[config.mk]
export PLATFORM = sky130hd
export DESIGN_NAME = bpa_ram
export DESIGN_NICKNAME = d
export VERILOG_FILES = /design/src/rtl/core/bpa_ram.sv
export SDC_FILE = /design/constraint.sdc
export NUM_CORES = 2
export LEC_CHECK = 0
export ABC_AREA = 1
export BUFFER_PORTS_ARGS = -buffer_cell sky130_fd_sc_hd__buf_2
export CORE_MARGIN = 8
export CORE_UTILIZATION = 40
export DETAILED_ROUTE_END_ITERATION = 7
export SLEW_MARGIN = 30
export SYNTH_ARGS = -nofsm -noshare
export SYNTH_HDL_FRONTEND = slang
export SYNTH_SLANG_ARGS = --single-unit
[constraint.sdc]
create_clock -name clk_i -period 3.21 [get_ports clk_i]
set_input_delay 0.321 -clock clk_i [delete_from_list [all_inputs] [get_ports clk_i]]
set_output_delay 0.321 -clock clk_i [all_outputs]
set_load 0.01 [all_outputs]
[src/rtl/core/bpa_ram.sv]
module bpa_ram #(
  parameter int unsigned Width = 8,
  parameter int unsigned Depth = 512,
  localparam int unsigned AddrW = (Depth > 1) ? $clog2(Depth) : 1
) (
  input  logic                 clk_i,
  input  logic                 we_i,
  input  logic [AddrW-1:0]     waddr_i,
  input  logic [Width-1:0]     wdata_i,
  input  logic                 re_i,
  input  logic [AddrW-1:0]     raddr_i,
  output logic [Width-1:0]     rdata_o
);

  logic [Width-1:0] mem_q [Depth];
  logic [Width-1:0] rdata_q;

  always_ff @(posedge clk_i) begin
    if (we_i) begin
      mem_q[waddr_i] <= wdata_i;
    end
    if (re_i) begin
      rdata_q <= mem_q[raddr_i];
    end
  end

  assign rdata_o = rdata_q;

endmodule

# After elaboration in Yosys (flattened, before gate mapping)
# Memories as Yosys holds them, arrays and structs flattened. A register that Yosys moved wholly into a read port is not among the register bits.
# Cells that the tools add are included.
[classes]
add_sub_neg = 0
mul = 0
n_eq_ne = 0
magnitude_cmp = 0
shifts = 0
n_div = 0
muxes = 2
reduce_logical = 0
bitwise_logic = 0
[op_table]
columns = ["operator", "n"]
rows = [
  ["1-bit two-way mux", 2],
]
[word_totals]
register_bits = 0
latchBits = 0
word_cells = 3
mem_count = 1
out_inout_bits = 8
mem_bits_ro = 0
inputBits = 29
ramBits = 4096
[mem_list]
columns = ["memory", "depth", "width", "read_ports", "rd_clocked_by_memory_dff", "wr", "line", "source"]
rows = [
  ["mem_q", 512, 8, 1, 1, 1, "15", "logic [Width-1:0] mem_q [Depth];"],
]

# Longest topological paths before layout
[logic_depth]
word_depth = 2
mapped_depth = 15
mapped_depth_nobuf = 11

# Worst setup path after synthesis
# OpenSTA, ideal clock, no wires.
[synth_path]
kind = "input -> register"
startpoint = "input waddr_i[4]"
endpoint = "memory mem_q[212][0] (enable)"
stages = 7
slack_ps = 1298
n_path_buf = 1
required_ps = 2840
setup_time_ps = 370
arrival_ps = 1542
path_cell_list = "inv_1 -> nor2_1 -> inv_1 -> nor2_1 -> inv_1 -> clkbuf_1 -> nor2_1"
[synth_rtl]
columns = ["item", "line", "source"]
rows = [
  ["start, declared", "8", "input logic [AddrW-1:0] waddr_i,"],
  ["end, declared", "15", ""],
]
# Straight into the memory's write port.

==> impl_metrics.yaml <==
worst_setup_path:
  cp.arrival_ns: 3.44
  start_kind: "input port"
  end_kind: "register"
  worstPathRequired_ns: 3.93
  critical_path_class: "input port to register"
  critical_path.max_fanout: 43
pwr:
  seqPwrFrac: 0.523
  vdd_drop_max_mv: 0.4721
  clkPwrFrac: 0.414
  powerDensity_nw_per_um2: 594.9
  p_switching_w: 0.02582
  swShare: 0.2284
  fin_total_pwr_w: 0.1130
  p_leak_nw: 66.24
  cell_internal_pwr_w: 0.08721
  pwr-share-comb: 0.064
status:
  outcome: "complete, no violations"
routing:
  vias: 110100
  drt_iter0_drc: 13430
  post_drt_wl_per_cell_um: 24.16
  vias_per_cell: 5.514
  antenna_left: 0
  finalWirelength_mm: 482.5
  first_pass_iters: 6
  drc: 0
grt:
  grt_antenna_before_repair: 24
  grt_pass1_wl_mm: 708.4
  overflow: 0
  grt_usage: 0.2137
  grt_start_max_net_pins: 170
  grt_pass1_vias: 104300
min_path:
  min_path_type: "input port to register"
logic_synthesis:
  synth_top_area_frac: 0.7388
  netlist_instances: 13890
  syn_nets: 13920
  post_synth.cell_area_avg_um2: 12.01
  synth_top_cells_by_area: "edfxtp_1, nand3_1, nand2_1, buf_2, nor2_1"
  synth.ff_latch_count: 4104
  yosys_most_used_dff: "edfxtp_1"
  synth-async-reset-ratio: 0
  netlist_area_um2: 166800
  synth_edf_count: 4104
  synth_cell_types: 15
  yosysMostFrequentCell: "nand2_1"
  synth_common_cells: "nand2_1, edfxtp_1, nand3_1"
  yosysTopAreaCell: "edfxtp_1"
  ys_warn_count: 0
  ys_seq_area_frac: 0.7388
finish:
  fillerInstances: 37080
  final_area_um2: 190000
  fin_nets: 14170
  final_cell_count_no_fill: 19970
  area_growth_syn_to_layout_pct: 13.90
  drive_gt1_frac: 0.09727
clocking:
  numCtsBuffers: 407
  cts_max_path_buffers: 4
  cts_resized: 0
  root_buffer: "clkbuf_16"
  cts_max_level: 5
  cts.sink_count: 4104
  clk_latency_ns: 1.00
  cts_tree: "done"
  clk_pin_slew_ns: 0.06
sta:
  setup_violations: 0
  relSlewSlack: 0.3588
  maxSlewViolCount: 0
  period_share: 0.8478
  fin_skew_ns: 0.08654
  tightest_slew_ns: 0.9618
  setup_tns_ns: 0
  fmaxAchievable_mhz: 367.5
  hold_violations: 0
  fin_crit_ns: 2.721
  grt_setup_unrepaired: "no"
  whs_ns: 0.09734
place:
  port_buffers: 36
  place_inst: 19220
  placed_area_um2: 177000
  gp_congestion: 0.8534
  hpwl_mm: 287.8
floorplanning:
  initial_core_util: 0.4009
  die_x_um: 661.8
  fp.dieH_um: 661.8
  core-area_um2: 416000
  std_cell_rows: 237
  pin_count: 37
  die-area_um2: 437900
flow_run:
  maxCapViolCount: 0
-- logic make-up after synthesis --
| family | after synthesis | share of synthesized area |
|---|---|---|
| AND/OR/NAND/NOR | 8765 | 0.2279 |
| buffers and inverters | 1022 | 0.03328 |
| flip-flops | 4104 | 0.7388 |
-- registers in the layout (all words and copies together), names as in the netlist --
register and cells:
mem_q 4096, rdata_o 8
-- critical path, cell delays in order --
cell and delay, ns:
buf_8 0.14, inv_16 0.27, buf_12 0.23, buf_12 0.26
buf_12 0.27, nand3_1 0.11, nand3_1 0.09, nand3_1 0.11
nand3_1 0.14, nand3_1 0.26, nand3_1 0.31, nand3_1 0.47
nand3_1 0.23, nand2_1 0.06
-- what timing repair did --
| action | CTS | global route |
|---|---|---|
| endpoints found under the setup margin | 0 | 0 |
| hold buffers | 10 | 0 |
| endpoints found under the hold margin | 518 | 0 |
| setup buffers | 0 | 0 |
-- path summary, 6_finish.rpt --
| path | startpoint | end | slack (ns) | cells past startpoint |
|---|---|---|---|---|
| hold / removal | raddr_i[7] | rdata_o[4] | 0.1 | 4 |
| hold reg to reg | mem_q[154][4] | rdata_o[4] | 1.17 | 10 |
| setup / recovery | raddr_i[1] | rdata_o[7] | 0.49 | 14 |
| setup reg to reg | mem_q[367][7] | rdata_o[7] | 0.71 | 10 |
-- power groups by stage --
stage / Combinational (W) / Clock [W] / Sequential (W)
floorplan: 0.00365 / 0 / 0.0602
global placement: 0.00711 / 0 / 0.0602
detailed placement: 0.00715 / 0 / 0.0602
CTS: 0.00719 / 0.0473 / 0.0591
global route: 0.00773 / 0.0492 / 0.0590
finish: 0.00722 / 0.0467 / 0.0591
-- through the flow --
step | setup slack, ns | util
after CTS | 0.6434 | 0.4566
final | 0.4886 | 0.4567
after global placement | -0.4466 | 0.4254
after detailed placement | -0.3951 | 0.4254
after global routing | 0.4124 | 0.4566
after floorplan | 1.298 | -
-- area by class of cell --
| type | instances | area [µm²] | share of cell area |
|---|---|---|---|
| Inverter | 39 | 202.7 | 0.001067 |
| Sequential cell | 4104 | 123200 | 0.6487 |
| Antenna cell | 9 | 22.52 | 0.0001185 |
| Tap cell | 5497 | 6878 | 0.03620 |
| Clock inverter | 253 | 2326 | 0.01224 |
| Timing Repair Buffer | 823 | 8625 | 0.04540 |
| Clock buffer | 481 | 10550 | 0.05552 |
| Multi-Input combinational cell | 8765 | 38150 | 0.2008 |
-- per-layer routing --
| metal | routed length, µm | share of wire | global-route usage |
|---|---|---|---|
| met3 | 38790 | 0.080 | 0.02925 |
| met4 | 17520 | 0.036 | 0.07506 |
| met1 | 202000 | 0.42 | 0.3014 |
| met2 | 224100 | 0.46 | 0.3406 |
| met5 | 51 | 0.00011 | 0 |
-- cells in the final DEF, fill, tap and decap left out, types with 7 or more instances in the layout --
cell type / n
nand2_1: 4145
edfxtp_1: 4104
nand3_1: 4080
buf_4: 588
nor2_1: 511
clkbuf_16: 411
buf_12: 191
clkinv_1: 97
clkinv_2: 87
clkbuf_1: 70
bufinv_16: 35
inv_1: 30
buf_2: 22
nand2_4: 15
nor3_1: 11
clkinvlp_4: 11
buf_8: 11
inv_6: 10
dlygate4sd3_1: 10
diode_2: 9
inv_16: 7
Note: power is estimated with default switching activity, not from simulation.
